### src/rtl/cwdm_pkg.sv
// shared constants, types and sweep state codes for circular_window_distinct_max
// no dependencies
`default_nettype none

package cwdm_pkg;

    // ring capacity and size of the kind table (table size is a power of two)
    localparam int MaxItems   = 4096;
    localparam int KindCount  = 4096;

    // fixed widths of the interface fields
    localparam int InKindW    = 12;
    localparam int OutW       = 13;
    localparam int CfgLenW    = 13;
    localparam int CfgBonusW  = 12;

    // derived widths
    localparam int RingAw     = $clog2(MaxItems);
    localparam int KindW      = $clog2(KindCount);
    localparam int LenW       = $clog2(MaxItems + 1);
    localparam int CntW       = $clog2(MaxItems + 2);

    // queue between front and back
    localparam int QueueDepth = 4;
    localparam int QPtrW      = $clog2(QueueDepth);

    // apb register map
    localparam int PaddrW     = 3;
    localparam logic RegWindowLen = 1'b0;
    localparam logic RegBonusKind = 1'b1;

    // one ring item after folding
    typedef struct packed {
        logic [KindW-1:0] kind;
        logic             last;
    } item_t;

    // handoff from front to queue
    typedef struct packed {
        logic  valid;
        item_t item;
    } push_t;

    typedef enum logic [4:0] {
        ST_INIT,
        ST_LOAD,
        ST_SETUP,
        ST_BONUS_RC,
        ST_BONUS_WR,
        ST_FILL_RA,
        ST_FILL_RC,
        ST_FILL_WR,
        ST_SLOUT_RA,
        ST_SLOUT_RC,
        ST_SLOUT_WR,
        ST_SLIN_RA,
        ST_SLIN_RC,
        ST_SLIN_WR,
        ST_CLR_BONUS,
        ST_CLR_RA,
        ST_CLR_WR,
        ST_EMIT
    } back_state_t;

endpackage

`default_nettype wire

### src/rtl/cwdm_front.sv
// front stage: takes input words, folds the kind into the table range, hands to queue
// depends on cwdm_pkg
`default_nettype none

module cwdm_front import cwdm_pkg::*; (
    input  wire logic               clk,
    input  wire logic               rst_n,
    input  wire logic               in_valid,
    output logic                    in_ready,
    input  wire logic [InKindW-1:0] kind,
    input  wire logic               last,
    input  wire logic               q_full,
    output push_t                   push
);

    logic  hold_valid_reg;
    logic  hold_valid_next;
    item_t hold_item_reg;
    logic  take;
    logic  move;

    // word moves on to the queue whenever it has room
    assign move     = hold_valid_reg && !q_full;
    assign in_ready = !hold_valid_reg || !q_full;
    assign take     = in_valid && in_ready;

    assign push.valid = move;
    assign push.item  = hold_item_reg;

    always_comb
    begin
        hold_valid_next = hold_valid_reg;
        if (take)
        begin
            hold_valid_next = 1'b1;
        end
        else if (move)
        begin
            hold_valid_next = 1'b0;
        end
    end

    // holding register valid flag
    always_ff @(posedge clk or negedge rst_n)
    begin
        if (!rst_n)
        begin
            hold_valid_reg <= 1'b0;
        end
        else
        begin
            hold_valid_reg <= hold_valid_next;
        end
    end

    // payload: kind reduced modulo the table size
    always_ff @(posedge clk)
    begin
        if (take)
        begin
            hold_item_reg.kind <= KindW'(kind);
            hold_item_reg.last <= last;
        end
    end

endmodule

`default_nettype wire

### config.mk
export PLATFORM = sky130hd
export DESIGN_NAME = cwdm_front
export DESIGN_NICKNAME = d
export VERILOG_FILES = /design/src/rtl/cwdm_pkg.sv /design/src/rtl/cwdm_front.sv
export SDC_FILE = /design/constraint.sdc
export NUM_CORES = 1
export LEC_CHECK = 0
export BUFFER_PORTS_ARGS = -buffer_cell sky130_fd_sc_hd__clkbuf_2
export CAP_MARGIN = 20
export CORE_AREA = 2 2 39 41
export DETAILED_ROUTE_END_ITERATION = 12
export DIE_AREA = 0 0 41 43
export HOLD_SLACK_MARGIN = 0.12
export PLACE_DENSITY_LB_ADDON = 0.12
export SLEW_MARGIN = 25
export SYNTH_ARGS = -nofsm -noshare
export SYNTH_HDL_FRONTEND = slang
export SYNTH_SLANG_ARGS = --single-unit
### constraint.sdc
create_clock -name clk -period 2.7 [get_ports clk]
set_input_delay 0.27 -clock clk [delete_from_list [all_inputs] [get_ports clk]]
set_output_delay 0.27 -clock clk [all_outputs]
set_load 0.02 [all_outputs]
==> results.tsv <==
stage	metric	value	unit
logic_synthesis	cell count after synthesis	19	
logic_synthesis	Syn Area/Cell	23.6	sq um
routing	Post-route DRC	0	
logic_synthesis	synthesized area	448	sq um
clocking	clock-pin slew on the worst setup and hold paths	80	ps
die	DIE AREA	1760	sq um
timing	max_slew headroom	89.2	%
global_route	pin count of the biggest net entering global routing	14	
timing	Period minus WS final	1240	ps
worst_setup_path	Arr. time, crit path	970	ps
timing	# setup viols final	0	
status	outcome	completed	
global_route	total gr overflow	0	
run	Max-Cap Viols	0	
cells_and_area	nets	73	
logic_synthesis	Yosys reg bits	14	
cells_and_area	share of layout cells above drive strength 1	63.6	%
hold_path	HP Class	input port to flip-flop	
placement	Placer Congestion	0.565	
timing	Final Skew	0.344	ps
worst_setup_path	CP Data Required Time	2430	ps
power	Leak	0.301	nW
clocking	cts repair resizes	0	
clocking	Num CTS Buffers	3	
cells_and_area	Ant. Diodes	0	
die	chip height	43	um
timing	Max Slew Vio Count	0	
routing	DR vias/cell	4.04	
clocking	Worst-Skew Late Latency	270	ps
routing	WL/cell	10.8	um
die	Ports	32	
routing	DR pass1 iterations	1	
worst_setup_path	Setup crit start kind	flip-flop	
timing	worst slew pin tran	162	ps
global_route	antenna violations before repair	0	
global_route	total track usage	10.5	%
cells_and_area	max reg flops	13	
clocking	clock sink total	14	
power	Max IR drop VDD	0.260	mV
cells_and_area	commonest non-fill, non-tap cell in the layout	clkbuf_2	
clocking	Root Buffer Master	clkbuf_4	
power	P per Cell Area	641	nW/um^2
timing	final hold violations	0	
logic_synthesis	Syn. warnings	0	
die	Initial Util	32.4	%
logic_synthesis	syn_nets	36	
routing	routed wire length	770	um
routing	Iteration-0 DRC Markers	0	
worst_setup_path	CP Capture Type	primary output	
placement	port buffer count	31	
timing	RSZ-0062 raised after global routing	false	
cells_and_area	P&R area growth vs syn	47.2	%
die	chip width	41	um
logic_synthesis	sequential share of the synthesized area	92.7	%
clocking	CTS tree	done	
worst_setup_path	Setup CP Type	flip-flop to primary output	
global_route	vias in the first global route	289	
placement	Placed Cells	66	
routing	total number of vias	287	
die	area of the core	1380	sq um
timing	setup tns final	0	ps
worst_setup_path	CP Max Fanout	4	
die	Placement Rows	14	
cells_and_area	most frequent cells in the layout	31 x clkbuf_2, 13 x edfxtp_1, 3 x clkbuf_4	
routing	Detail Route Antenna Nets	0	
timing	period utilization	46.0	%
timing	f_max	805	MHz
clocking	Clock H-tree levels	1	
logic_synthesis	Cell variety after synth	7	
clocking	CTS Buffer Depth	2	
global_route	global-route wire length before repair	1160	um
cells_and_area	Final Non-Filler Cells	71	
==> worst max-delay path, cell delays in order (launching register included) <==
cell and delay (ps):
dfrtp_1 390, nor2b_1 140, clkbuf_2 170
==> cell usage after synthesis <==
cell      count  area share [%]
buf_4         1             1.7
nand2_1       1            0.84
a21boi_1      1             1.7
a21o_1        1             1.7
dfrtp_1       1             5.6
edfxtp_1     13              87
nor2b_1       1             1.4
==> per-stage QoR <==
stage | hold slack [ps] | utilization (%) | cell area [sq um] | power (mW) | worst slack (ps)
finish | 170 | 47.6 | 659 | 0.423 | 1460
detailed placement | 50.2 | 45.0 | 623 | 0.309 | 1630
floorplan | -25.6 | - | 448 | 0.284 | 1270
CTS | 158 | 47.6 | 659 | 0.429 | 1440
global route | 149 | 47.6 | 659 | 0.447 | 1380
global placement | 44.3 | 45.0 | 623 | 0.306 | 1670
==> timing repair <==
item                                   4_1_cts  5_1_grt
endpoints found under the hold margin        1        0
setup buffers                                0        0
hold buffers                                 1        0
==> where the power goes <==
part	switching, mW	leakage (nW)	internal, mW
logic	0.0291	0.151	0.0199
clock network	0.0619	0.0150	0.0571
registers	0.00348	0.135	0.251
total	0.0944	0.301	0.328
==> final timing paths <==
check                                     from              to  slack [ps]  cells past startpoint
worst max-delay path            hold_valid_reg        push[13]        1460                      2
worst min-delay path                   kind[9]        push[10]         170                      1
worst min register to register  hold_valid_reg  hold_valid_reg         540                      1
max in group asynchronous                rst_n  hold_valid_reg        2310                      2
min in group asynchronous                rst_n  hold_valid_reg         300                      2
worst max register to register  hold_valid_reg         push[6]        1640                      2
==> kinds of logic after synthesis <==
logic type,Yosys count,share of synthesized area (%)
buffers and inverters,1,1.68
AND/OR/NAND/NOR,2,2.23
flip-flops,14,92.7
AO/OA/AOI/OAI,2,3.35
==> final cells by class <==
class                      instances  area, sq um
sequential                        14          415
fill                             138          724
multi-input combinational          4         25.0
tap                               16         20.0
timing repair buffer              33          173
clock buffer                       4         26.3
==> per-layer routing <==
layer | vias up | part of all wire, % | track usage [%]
met5 | - | 0 | 0
met4 | 0 | 0 | 6.00
met3 | 0 | 9.5 | 3.14
met2 | 15 | 63 | 19.1
met1 | 129 | 27 | 9.09
li1 | 143 | - | -
Power figures use the tool's default switching activity.
