**config.mk**
```make
export PLATFORM = sky130hd
export DESIGN_NAME = cwdm_queue
export DESIGN_NICKNAME = d
export VERILOG_FILES = /design/src/rtl/cwdm_pkg.sv /design/src/rtl/cwdm_queue.sv
export SDC_FILE = /design/constraint.sdc
export NUM_CORES = 1
export LEC_CHECK = 0
export ABC_AREA = 1
export BUFFER_PORTS_ARGS = -buffer_cell sky130_fd_sc_hd__buf_2
export CAP_MARGIN = 0
export CORE_MARGIN = 10
export CORE_UTILIZATION = 50
export DETAILED_ROUTE_END_ITERATION = 8
export GPL_TIMING_DRIVEN = 0
export PLACE_DENSITY = 0.67
export SETUP_SLACK_MARGIN = 0.4
export SYNTH_ARGS = -nofsm -noshare
export SYNTH_HDL_FRONTEND = slang
export SYNTH_SLANG_ARGS = --single-unit
```
**constraint.sdc**
```tcl
create_clock -name clk -period 2.7 [get_ports clk]
set_clock_uncertainty 0.2 [all_clocks]
set_input_delay 0.27 -clock clk [delete_from_list [all_inputs] [get_ports clk]]
set_output_delay 0.27 -clock clk [all_outputs]
set_load 0.05 [all_outputs]
```
**src/rtl/cwdm_pkg.sv**
```systemverilog
// shared constants, types and sweep state codes for circular_window_distinct_max
// no dependencies
`default_nettype none

package cwdm_pkg;

    // ring capacity and size of the kind table (table size is a power of two)
    localparam int MaxItems   = 4096;
    localparam int KindCount  = 4096;

    // fixed widths of the interface fields
    localparam int InKindW    = 12;
    localparam int OutW       = 13;
    localparam int CfgLenW    = 13;
    localparam int CfgBonusW  = 12;

    // derived widths
    localparam int RingAw     = $clog2(MaxItems);
    localparam int KindW      = $clog2(KindCount);
    localparam int LenW       = $clog2(MaxItems + 1);
    localparam int CntW       = $clog2(MaxItems + 2);

    // queue between front and back
    localparam int QueueDepth = 4;
    localparam int QPtrW      = $clog2(QueueDepth);

    // apb register map
    localparam int PaddrW     = 3;
    localparam logic RegWindowLen = 1'b0;
    localparam logic RegBonusKind = 1'b1;

    // one ring item after folding
    typedef struct packed {
        logic [KindW-1:0] kind;
        logic             last;
    } item_t;

    // handoff from front to queue
    typedef struct packed {
        logic  valid;
        item_t item;
    } push_t;

    typedef enum logic [4:0] {
        ST_INIT,
        ST_LOAD,
        ST_SETUP,
        ST_BONUS_RC,
        ST_BONUS_WR,
        ST_FILL_RA,
        ST_FILL_RC,
        ST_FILL_WR,
        ST_SLOUT_RA,
        ST_SLOUT_RC,
        ST_SLOUT_WR,
        ST_SLIN_RA,
        ST_SLIN_RC,
        ST_SLIN_WR,
        ST_CLR_BONUS,
        ST_CLR_RA,
        ST_CLR_WR,
        ST_EMIT
    } back_state_t;

endpackage

`default_nettype wire

```
**src/rtl/cwdm_queue.sv**
```systemverilog
// short fifo of ring items between the front stage and the sweep engine
// depends on cwdm_pkg
`default_nettype none

module cwdm_queue import cwdm_pkg::*; (
    input  wire logic  clk,
    input  wire logic  rst_n,
    input  push_t      push,
    output logic       full,
    output logic       q_valid,
    output item_t      q_item,
    input  wire logic  pop
);

    item_t            slot [QueueDepth];
    logic [QPtrW-1:0] wr_ptr_reg;
    logic [QPtrW-1:0] rd_ptr_reg;
    logic [QPtrW:0]   fill_reg;
    logic [QPtrW:0]   fill_next;
    logic             do_pop;

    assign full    = (fill_reg == (QPtrW+1)'(QueueDepth));
    assign q_valid = (fill_reg != '0);
    assign q_item  = slot[rd_ptr_reg];
    assign do_pop  = pop && q_valid;

    always_comb
    begin
        fill_next = fill_reg;
        if (push.valid && !do_pop)
        begin
            fill_next = fill_reg + 1'b1;
        end
        else if (!push.valid && do_pop)
        begin
            fill_next = fill_reg - 1'b1;
        end
    end

    // pointers and fill level
    always_ff @(posedge clk or negedge rst_n)
    begin
        if (!rst_n)
        begin
            wr_ptr_reg <= '0;
            rd_ptr_reg <= '0;
            fill_reg   <= '0;
        end
        else
        begin
            if (push.valid)
            begin
                wr_ptr_reg <= wr_ptr_reg + 1'b1;
            end
            if (do_pop)
            begin
                rd_ptr_reg <= rd_ptr_reg + 1'b1;
            end
            fill_reg <= fill_next;
        end
    end

    // storage
    always_ff @(posedge clk)
    begin
        if (push.valid)
        begin
            slot[wr_ptr_reg] <= push.item;
        end
    end

endmodule

`default_nettype wire

```
==> results of run 1 <==
## area by class of cell
class | count | area (µm²)
flip-flops and latches | 59 | 1740
well taps | 67 | 83.8
plain buffers | 8 | 80.1
multi-input cells | 100 | 562
clock inverters | 5 | 53.8
repair buffers | 45 | 295
clock buffers | 11 | 131
inverters | 39 | 146
fillers | 389 | 1730
## metal layers
layer / share of wire [%] / up-vias
met5: 0 / -
met4: 2.1 / 0
met3: 5.3 / 6
met2: 48 / 45
met1: 44 / 751
li1: - / 808
## critical path: stages, from the launching register on
cell	delay [ns]
dfrtp_1	0.45
inv_2	0.14
buf_6	0.16
o211ai_1	0.10
nand2_1	0.09
buf_2	0.27
## power breakdown
part / total [W] / internal, W / switching (W) / leakage (nW)
Combinational: 0.00167 / 0.000455 / 0.00121 / 0.704
Clock: 0.000755 / 0.000423 / 0.000332 / 0.0971
Sequential: 0.00131 / 0.00121 / 0.0000921 / 0.562
Total: 0.00373 / 0.00209 / 0.00164 / 1.36
## worst paths after layout
kind,endpoint,slack [ns],start,cells past startpoint
setup / recovery,q_item[3],0.68,rd_ptr_reg[1],5
hold / removal,rd_ptr_reg[0],0.01,pop,3
setup reg to reg,fill_reg[2],0.71,fill_reg[0],10
hold reg to reg,fill_reg[2],0.28,fill_reg[2],2
max in group asynchronous,rd_ptr_reg[0],2.03,rst_n,2
min in group asynchronous,wr_ptr_reg[0],0.10,rst_n,2
## synth_stat cells
library cell	number	share of area (%)
nand2_1	59	8.8
edfxtp_1	52	62
inv_1	37	5.5
o211ai_1	24	7.1
dfrtp_1	7	6.9
buf_6	6	2.7
ha_1	5	2.5
nand3_1	3	0.59
inv_2	2	0.30
o211ai_2	2	0.99
buf_4	1	0.30
clkbuf_2	1	0.20
fa_1	1	0.79
nand4_1	1	0.25
nor2_1	1	0.15
nor3_1	1	0.20
o21ai_1	1	0.20
xnor2_1	1	0.35
xor2_1	1	0.35
## placed cells by master (no fill, tap or decap), types with 2 or more instances in the layout
cell type      instances
dfrtp_1                7
clkinv_2               3
nand2_1               59
o211ai_1              24
ha_1                   5
inv_2                  2
buf_2                 31
dlygate4sd3_1         14
nand3_1                3
inv_1                 37
o211ai_2               2
clkbuf_8               9
edfxtp_1              52
clkbuf_1               2
buf_6                  6
## logic make-up after synthesis
group                      after synthesis  share of synthesized area [%]
AOI/OAI and AO/OA                       27                           8.32
and+or+nand+nor                         65                           9.96
DFF                                     59                           68.8
adders and majority gates                6                           3.27
buffers and inverters                   47                           8.97
xor gates and xnor gates                 2                          0.694
## per-stage QoR
| stage | setup WS, ns | cell area [µm²] | instances | hold WS [ns] |
|---|---|---|---|---|
| floorplan | 0.505 | 2520 | 206 | -0.226 |
| global placement | 0.771 | 2760 | 304 | -0.0838 |
| detailed placement | 0.733 | 2760 | 304 | -0.0836 |
| CTS | 0.660 | 3090 | 334 | 0.000980 |
| global route | 0.574 | 3090 | 334 | 0.00767 |
| finish | 0.679 | 3090 | 334 | 0.0144 |
==> metrics.yaml, run 1 <==
synthesis:
  syn_area_per_cell_um2: 12.3
  synth-seq-area-share_pct: 68.8
  synth-seq-cells: 59
  syn_area_um2: 2520
  postSynthCellCount: 206
  yosys_warnings: 0
  post_synth_num_cell_types: 19
  mappedNetlistNets: 229
floorplan:
  core-area_um2: 4820
  fp-row-count: 25
  floorplan.die.height_um: 91.1
  initial_utilization_pct: 52.4
  fp.dieArea_um2: 8290
  die-width_um: 91.1
  design.portCount: 32
placed_design:
  buffer_ports.inserted: 31
  routabilityCongestion: 0.753
  hpwl_um: 3130
drt:
  via_count: 1610
  routed_wl_um: 4940
  postRouteAntennaNets: 0
  drcViolationCount: 0
  dr.first_iter.drc_count: 82
  drt_pass1_iterations: 4
  wire_per_inst_um: 14.8
  viasPerCell: 4.82
layout:
  areaGrowthSynthToFinish_pct: 22.3
  drive_above_1_share_pct: 21.3
  design.final.nets: 285
  antennaDiodeCount: 0
  largest_register_ffs: 52
  fin_util_pct: 64.1
global_route:
  grt_start_max_net_pins: 14
  grt_first_pass_wirelength_um: 8190
  grt.met1_usage_pct: 14.8
  groute.layer.met2.usage_pct: 19.6
  busiest_layer: "met2"
  grt_pass1_vias: 1656
  antenna_found_initial: 0
  gr-usage-met3_pct: 4.28
  grt_overflow_total: 0
  grt_use_total_pct: 12.8
sta:
  finalSetupViolCount: 0
  hold_viol: 0
  post-route-min-period_ns: 2.02
  final.setup.tns_ns: 0
  layout_worst_path_cycle_share_pct: 74.9
  worstMarginPinSlew_ns: 0.621
  slew_limit_headroom_pct: 58.6
  rsz0062_at_grt: "no"
  slew_viol_final: 0
  achievable-frequency_ghz: 0.495
worst_setup_path:
  path_max_fanout: 10
  timing.critical_path.to_type: "primary output"
  crit_arrival_ns: 1.55
  startpoint_type: "flip-flop"
  critPathRequiredTime_ns: 2.23
  timing.setup.critical_path_class: "reg -> out"
pwr:
  static-leakage-power_nw: 1.36
  pwr_density_cell_nw_per_um2: 1210
  worst_ir_drop_vdd_mv: 0.670
  finalPower_w: 0.00373
run:
  cap_violations: 0
cts:
  cts-root-buf: "clkbuf_8"
  tritoncts_clock_tree: "yes"
  postCtsResizedCells: 0
  cts_sinks: 59
  worstSkewPairLatency_ns: 0.33
  clk_pin_slew_worst_paths_ns: 0.06
  cts_hold_repair.buffers: 14
  post_cts_buffers: 0
  cts-htree-levels: 3
  cts_inserted_buffers: 9
  cts_max_path_buffers: 2
min_path:
  min-delay-path-class: "in -> reg"
run_status:
  run_status: "completed"
Note: power is estimated with default switching activity, not from simulation.
==> run 2, diff against run 1 <==
Settings changed: ABC_AREA 1 to 0, PLACE_DENSITY 0.67 to 0.71.
Clock period 2.7 ns to 1.64 ns, I/O delays scaled along.
==> run 2 against run 1 <==
  * The run now ends with setup timing left
  * Global-route usage shrank 0.94 points
  * Hold slack gained 0.065 ns
  * Clock power grew 130%
  * Register-to-register slack lost 1.2 ns
  * Wire length shrank 13%
  * Sequential power grew 65%
  * Critical path type is now reg -> reg
  * Largest cell class unchanged
  * Largest power group unchanged
  * Highest routed layer unchanged
==> metrics.yaml, run 2 <==
layout:
  largest_register_ffs: 52
  layout.cell_area.non_filler_um2: 3350
  design.final.nets: 202
  antennaDiodeCount: 0
  most-common-layout-cells: "52 x edfxtp_1, 18 x buf_6, 17 x dlygate4sd3_1, 16 x buf_2, 13 x mux4_2"
  commonest_non_fill_non_tap_cell_in_the_layout: "edfxtp_1"
  areaGrowthSynthToFinish_pct: 45.3
  regArea_um2: 1740
  post_layout_nonfiller_instances: 236
  multi_input_comb_area_um2: 604
  fillers: 229
  drive_above_1_share_pct: 56.0
synthesis:
  yosys_warnings: 0
  postSynthCellCount: 102
  synth_ff_type: "edfxtp_1"
  mappedNetlistNets: 125
  synth-edff-count: 52
  most_common_cell_in_the_synthesized_netlist: "edfxtp_1"
  cell_taking_the_most_area_after_synthesis: "edfxtp_1"
  synth-seq-cells: 59
  post_synth_num_cell_types: 20
  synth_top_area_share_pct: 67.8
  synthTopCellsByArea: "edfxtp_1 68%, mux4_2 7.8%, dfrtp_1 7.6%, mux4_1 5.7%, ha_1 2.7%"
  syn_area_per_cell_um2: 22.6
  synth-seq-area-share_pct: 75.4
  ys_async_sr_fraction_pct: 11.9
  synth.cells.most_frequent: "52 x edfxtp_1, 8 x mux4_2, 7 x dfrtp_1"
  syn_area_um2: 2300
placed_design:
  place.detailed.instances: 185
  hpwl_um: 2620
  buffer_ports.inserted: 31
  post_dp_cell_area_um2: 2560
  routabilityCongestion: 0.671
pwr:
  static-leakage-power_nw: 1.25
  p_clk_share_pct: 24.3
  switching_power_w: 0.00241
  pwr_density_cell_nw_per_um2: 2120
  worst_ir_drop_vdd_mv: 1.04
  netSwitchingFraction_pct: 33.9
  power.share.sequential_pct: 30.4
  share_comb_of_total_power_pct: 45.3
  cellInternalPower_w: 0.00469
  finalPower_w: 0.00710
drt:
  viasPerCell: 5.12
  drt_pass1_iterations: 4
  dr.first_iter.drc_count: 83
  drcViolationCount: 0
  via_count: 1208
  postRouteAntennaNets: 0
  wire_per_inst_um: 18.2
  routed_wl_um: 4290
sta:
  setup_ws_ns: -0.457
  holdWs_ns: 0.0798
  post-route-min-period_ns: 2.10
  slew_limit_headroom_pct: 85.4
  achievable-frequency_ghz: 0.477
  worstMarginPinSlew_ns: 0.219
  rsz0062_at_grt: "yes"
  finalSetupViolCount: 17
  layout_worst_path_cycle_share_pct: 128
  final.setup.tns_ns: -5.67
  slew_viol_final: 0
  hold_viol: 0
run_status:
  run_status: "finished with violations"
  violations_in_the_final_reports: "setup timing"
global_route:
  antenna_found_initial: 0
  grt_pass1_vias: 1311
  grt_use_total_pct: 11.9
  grt_first_pass_wirelength_um: 6780
  grt_start_max_net_pins: 14
  grt_overflow_total: 0
cts:
  cts_max_path_buffers: 2
  cts-root-buf: "clkbuf_8"
  worstSkewPairLatency_ns: 0.33
  tritoncts_clock_tree: "yes"
  clk_pin_slew_worst_paths_ns: 0.07
  cts_sinks: 59
  cts_inserted_buffers: 9
  cts-htree-levels: 3
floorplan:
  die-width_um: 87.9
  fp.dieArea_um2: 7720
  initial_utilization_pct: 52.2
  core-area_um2: 4410
  floorplan.die.height_um: 87.9
  fp-row-count: 24
  design.portCount: 32
worst_setup_path:
  timing.setup.critical_path_class: "reg -> reg"
  path_max_fanout: 2
  timing.reg2reg.worst_path_depth: 8
  critPathRequiredTime_ns: 1.69
  timing.critical_path.to_type: "flip-flop"
  startpoint_type: "flip-flop"
  crit_arrival_ns: 2.15
min_path:
  hold_path_depth: 4
  min-delay-path-class: "in -> reg"
run:
  cap_violations: 0
==> run 2: cells by family after synthesis <==
kind of cell               count (synthesis)  share of synthesized area, %
xor gates and xnor gates                   6                          2.28
AOI/OAI and AO/OA                          1                         0.217
DFF                                       59                          75.4
adders and majority gates                  6                          3.59
buffers and inverters                      6                          2.06
and+or+nand+nor                           10                          2.39
muxes                                     14                          14.0
==> run 2: through the flow <==
step / setup slack (ns) / utilization, %
finish: -0.457 / 75.8
global route: -0.574 / 75.8
CTS: -0.440 / 73.4
detailed placement: -0.509 / 57.9
global placement: -0.420 / 57.9
floorplan: -0.492 / -
==> run 2: layout make-up <==
cell class | instances | share of cell area [%]
Inverter | 3 | 0.486
Clock inverter | 7 | 4.19
Buffer | 3 | 1.16
Multi-Input combinational cell | 37 | 18.1
Clock buffer | 9 | 3.70
Timing Repair Buffer | 66 | 18.4
Sequential cell | 59 | 52.0
Tap cell | 52 | 1.94
==> run 2: worst paths after layout <==
check / slack (ns) / start / endpoint
max reg2reg: -0.46 / fill_reg[1] / fill_reg[2]
max in group asynchronous: 0.54 / rst_n / fill_reg[0]
max: -0.46 / fill_reg[1] / fill_reg[2]
min: 0.08 / pop / fill_reg[0]
min reg2reg: 0.40 / fill_reg[0] / fill_reg[0]
min in group asynchronous: 0.53 / rst_n / fill_reg[1]
==> run 2: timing repair <==
item / in CTS / in global routing
buffers inserted: 12 / 5
setup endpoints to repair: 73 / 72
gates resized for setup: 48 / 10
hold buffers: 17 / 0
gates cloned: 0 / 1
hold endpoints to repair: 62 / 0
pin swaps: 5 / 5
==> run 2: worst max-delay path: stages, from the launching register on <==
cell and delay, ns:
dfrtp_1 0.41, or3_4 0.40, nand2_4 0.08, ha_4 0.13, inv_2 0.03, fa_2 0.32
xor2_1 0.15, nor2_1 0.13, xor2_1 0.15
==> run 2: power groups by stage <==
stage / sequential (W) / clock [W] / combinational [W]
floorplan: 0.00214 / 0 / 0.00185
CTS: 0.00213 / 0.00175 / 0.00304
finish: 0.00216 / 0.00172 / 0.00322
global route: 0.00218 / 0.00183 / 0.00341
detailed placement: 0.00219 / 0 / 0.00230
global placement: 0.00216 / 0 / 0.00226
==> run 2: routing by layer <==
layer  vias up  GRT usage (%)  wire length [µm]  share of wire [%]
li1        562              -                 -                  -
met1       608           13.5              1700                 40
met2        34           19.5              2280                 53
met3         4           5.48               272                6.3
met4         0           3.48                32               0.75
met5         -              0                 0                  0
==> run 3, diff against run 2 <==
Settings changed: ABC_AREA 0 to 1, GPL_TIMING_DRIVEN 0 to default, PLACE_DENSITY 0.71 to 0.7.
==> run 3 against run 2 <==
  * The run still ends with setup timing left
  * Setup slack gained 0.16 ns
  * Wire length up 48%
  * Maximum frequency rose by 8.2%
  * Hold slack got worse by 0.0089 ns
  * Critical path type unchanged
  * Largest cell class unchanged
  * Register-to-register slack improved by 0.16 ns
==> metrics.yaml, run 3 (synthesized netlist as in run 1, its figures left out) <==
pwr:
  worst_ir_drop_vdd_mv: 1.06
  pwr_density_cell_nw_per_um2: 2120
  static-leakage-power_nw: 1.58
floorplan:
  fp.dieArea_um2: 8290
  floorplan.die.height_um: 91.1
  fp-row-count: 25
  die-width_um: 91.1
  design.portCount: 32
  core-area_um2: 4820
  initial_utilization_pct: 52.4
sta:
  hold_viol: 0
  holdWs_ns: 0.0710
  slew_viol_final: 0
  post-route-min-period_ns: 1.94
  layout_worst_path_cycle_share_pct: 118
  finalSetupViolCount: 17
  achievable-frequency_ghz: 0.516
  worstMarginPinSlew_ns: 0.461
  rsz0062_at_grt: "yes"
  setup_ws_ns: -0.298
  slew_limit_headroom_pct: 69.2
cts:
  cts-htree-levels: 3
  cts_max_path_buffers: 2
  cts_sinks: 59
  cts_inserted_buffers: 9
  tritoncts_clock_tree: "yes"
  clk_pin_slew_worst_paths_ns: 0.07
  cts-root-buf: "clkbuf_8"
  worstSkewPairLatency_ns: 0.34
drt:
  postRouteAntennaNets: 0
  viasPerCell: 5.08
  dr.first_iter.drc_count: 136
  via_count: 1817
  routed_wl_um: 6360
  wire_per_inst_um: 17.8
  drt_pass1_iterations: 4
  drcViolationCount: 0
layout:
  drive_above_1_share_pct: 41.6
  multi_input_comb_area_um2: 769
  post_layout_nonfiller_instances: 358
  most-common-layout-cells: "52 x edfxtp_1, 34 x nand2_1, 29 x inv_1, 24 x o211ai_1, 19 x buf_6"
  antennaDiodeCount: 0
  commonest_non_fill_non_tap_cell_in_the_layout: "edfxtp_1"
  areaGrowthSynthToFinish_pct: 48.7
  layout.cell_area.non_filler_um2: 3750
  fillers: 282
  fin_util_pct: 77.9
  regArea_um2: 1740
  design.final.nets: 309
  largest_register_ffs: 52
worst_setup_path:
  timing.setup.critical_path_class: "reg -> reg"
  timing.critical_path.to_type: "flip-flop"
  critPathRequiredTime_ns: 1.68
  startpoint_type: "flip-flop"
  crit_arrival_ns: 1.97
  path_max_fanout: 2
global_route:
  antenna_found_initial: 0
  grt_first_pass_wirelength_um: 9290
  grt_start_max_net_pins: 25
  grt_overflow_total: 0
  grt_pass1_vias: 1819
  grt_use_total_pct: 14.3
run_status:
  run_status: "finished with violations"
  violations_in_the_final_reports: "setup timing"
placed_design:
  place.detailed.instances: 303
  pre_cts_setup_slack_ns: -0.117
  buffer_ports.inserted: 31
  hpwl_um: 2880
  routabilityCongestion: 0.722
  post_dp_cell_area_um2: 2870
run:
  cap_violations: 0
min_path:
  min-delay-path-class: "in -> reg"
==> run 3: changes by cell type in the layout (fill, tap and decap cells not counted), moves of 4 or more <==
cell,before,now
nand2_1,1,34
inv_1,0,29
o211ai_1,0,24
nand2_2,0,18
mux4_2,13,0
inv_8,0,5
and2_4,4,0
buf_8,5,1
==> run 3: final timing paths <==
check,from,end,slack (ns),cells past startpoint
worst max register to register,fill_reg[1],fill_reg[2],-0.30,10
worst min-delay path,push[13],wr_ptr_reg[1],0.07,3
worst min register to register,fill_reg[2],fill_reg[2],0.36,2
max in group asynchronous,rst_n,wr_ptr_reg[0],0.52,3
worst max-delay path,fill_reg[1],fill_reg[2],-0.30,10
min in group asynchronous,rst_n,fill_reg[0],0.53,3
==> run 3: where the power goes <==
group	switching [W]	internal, W
sequential	0.000161	0.00200
clock	0.000587	0.000851
combinational	0.00263	0.00175
==> run 3: through the flow <==
step	power (W)	setup TNS (ns)
after floorplan	0.00449	-0.439
after global placement	0.00507	-0.106
after detailed placement	0.00513	-0.179
after CTS	0.00767	-2.23
after global routing	0.00834	-4.28
final	0.00797	-3.30
==> run 3: layout make-up <==
cell class,instances,area share [%]
timing repair inverter,4,1.10
timing repair buffer,73,19.1
multi-input combinational,100,20.5
inverter,39,5.23
clock inverter,5,2.07
sequential,59,46.3
clock buffer,11,3.50
tap,67,2.23
==> run 3: critical path: stages (launching register included) <==
cell	delay [ns]
dfrtp_1	0.42
nor2_2	0.16
nand2_4	0.08
nand2_4	0.07
ha_4	0.14
inv_4	0.04
fa_2	0.37
nand2_2	0.11
nand3_2	0.08
nand2_2	0.10
nand2_2	0.05
==> run 3: routing by layer <==
metal	share of wire, %	up-vias	GRT usage [%]
met2	50	64	22.7
met1	41	882	17.0
met3	6.4	15	4.03
met5	0	-	0
li1	-	856	-
met4	2.6	0	8.22
==> run 3: what timing repair did <==
action,in CTS,in global routing
pin swaps,4,12
gates resized for setup,74,7
gates cloned,5,1
hold buffers,17,0
endpoints found under the hold margin,60,0
buffers inserted,12,4
setup endpoints to repair,71,73
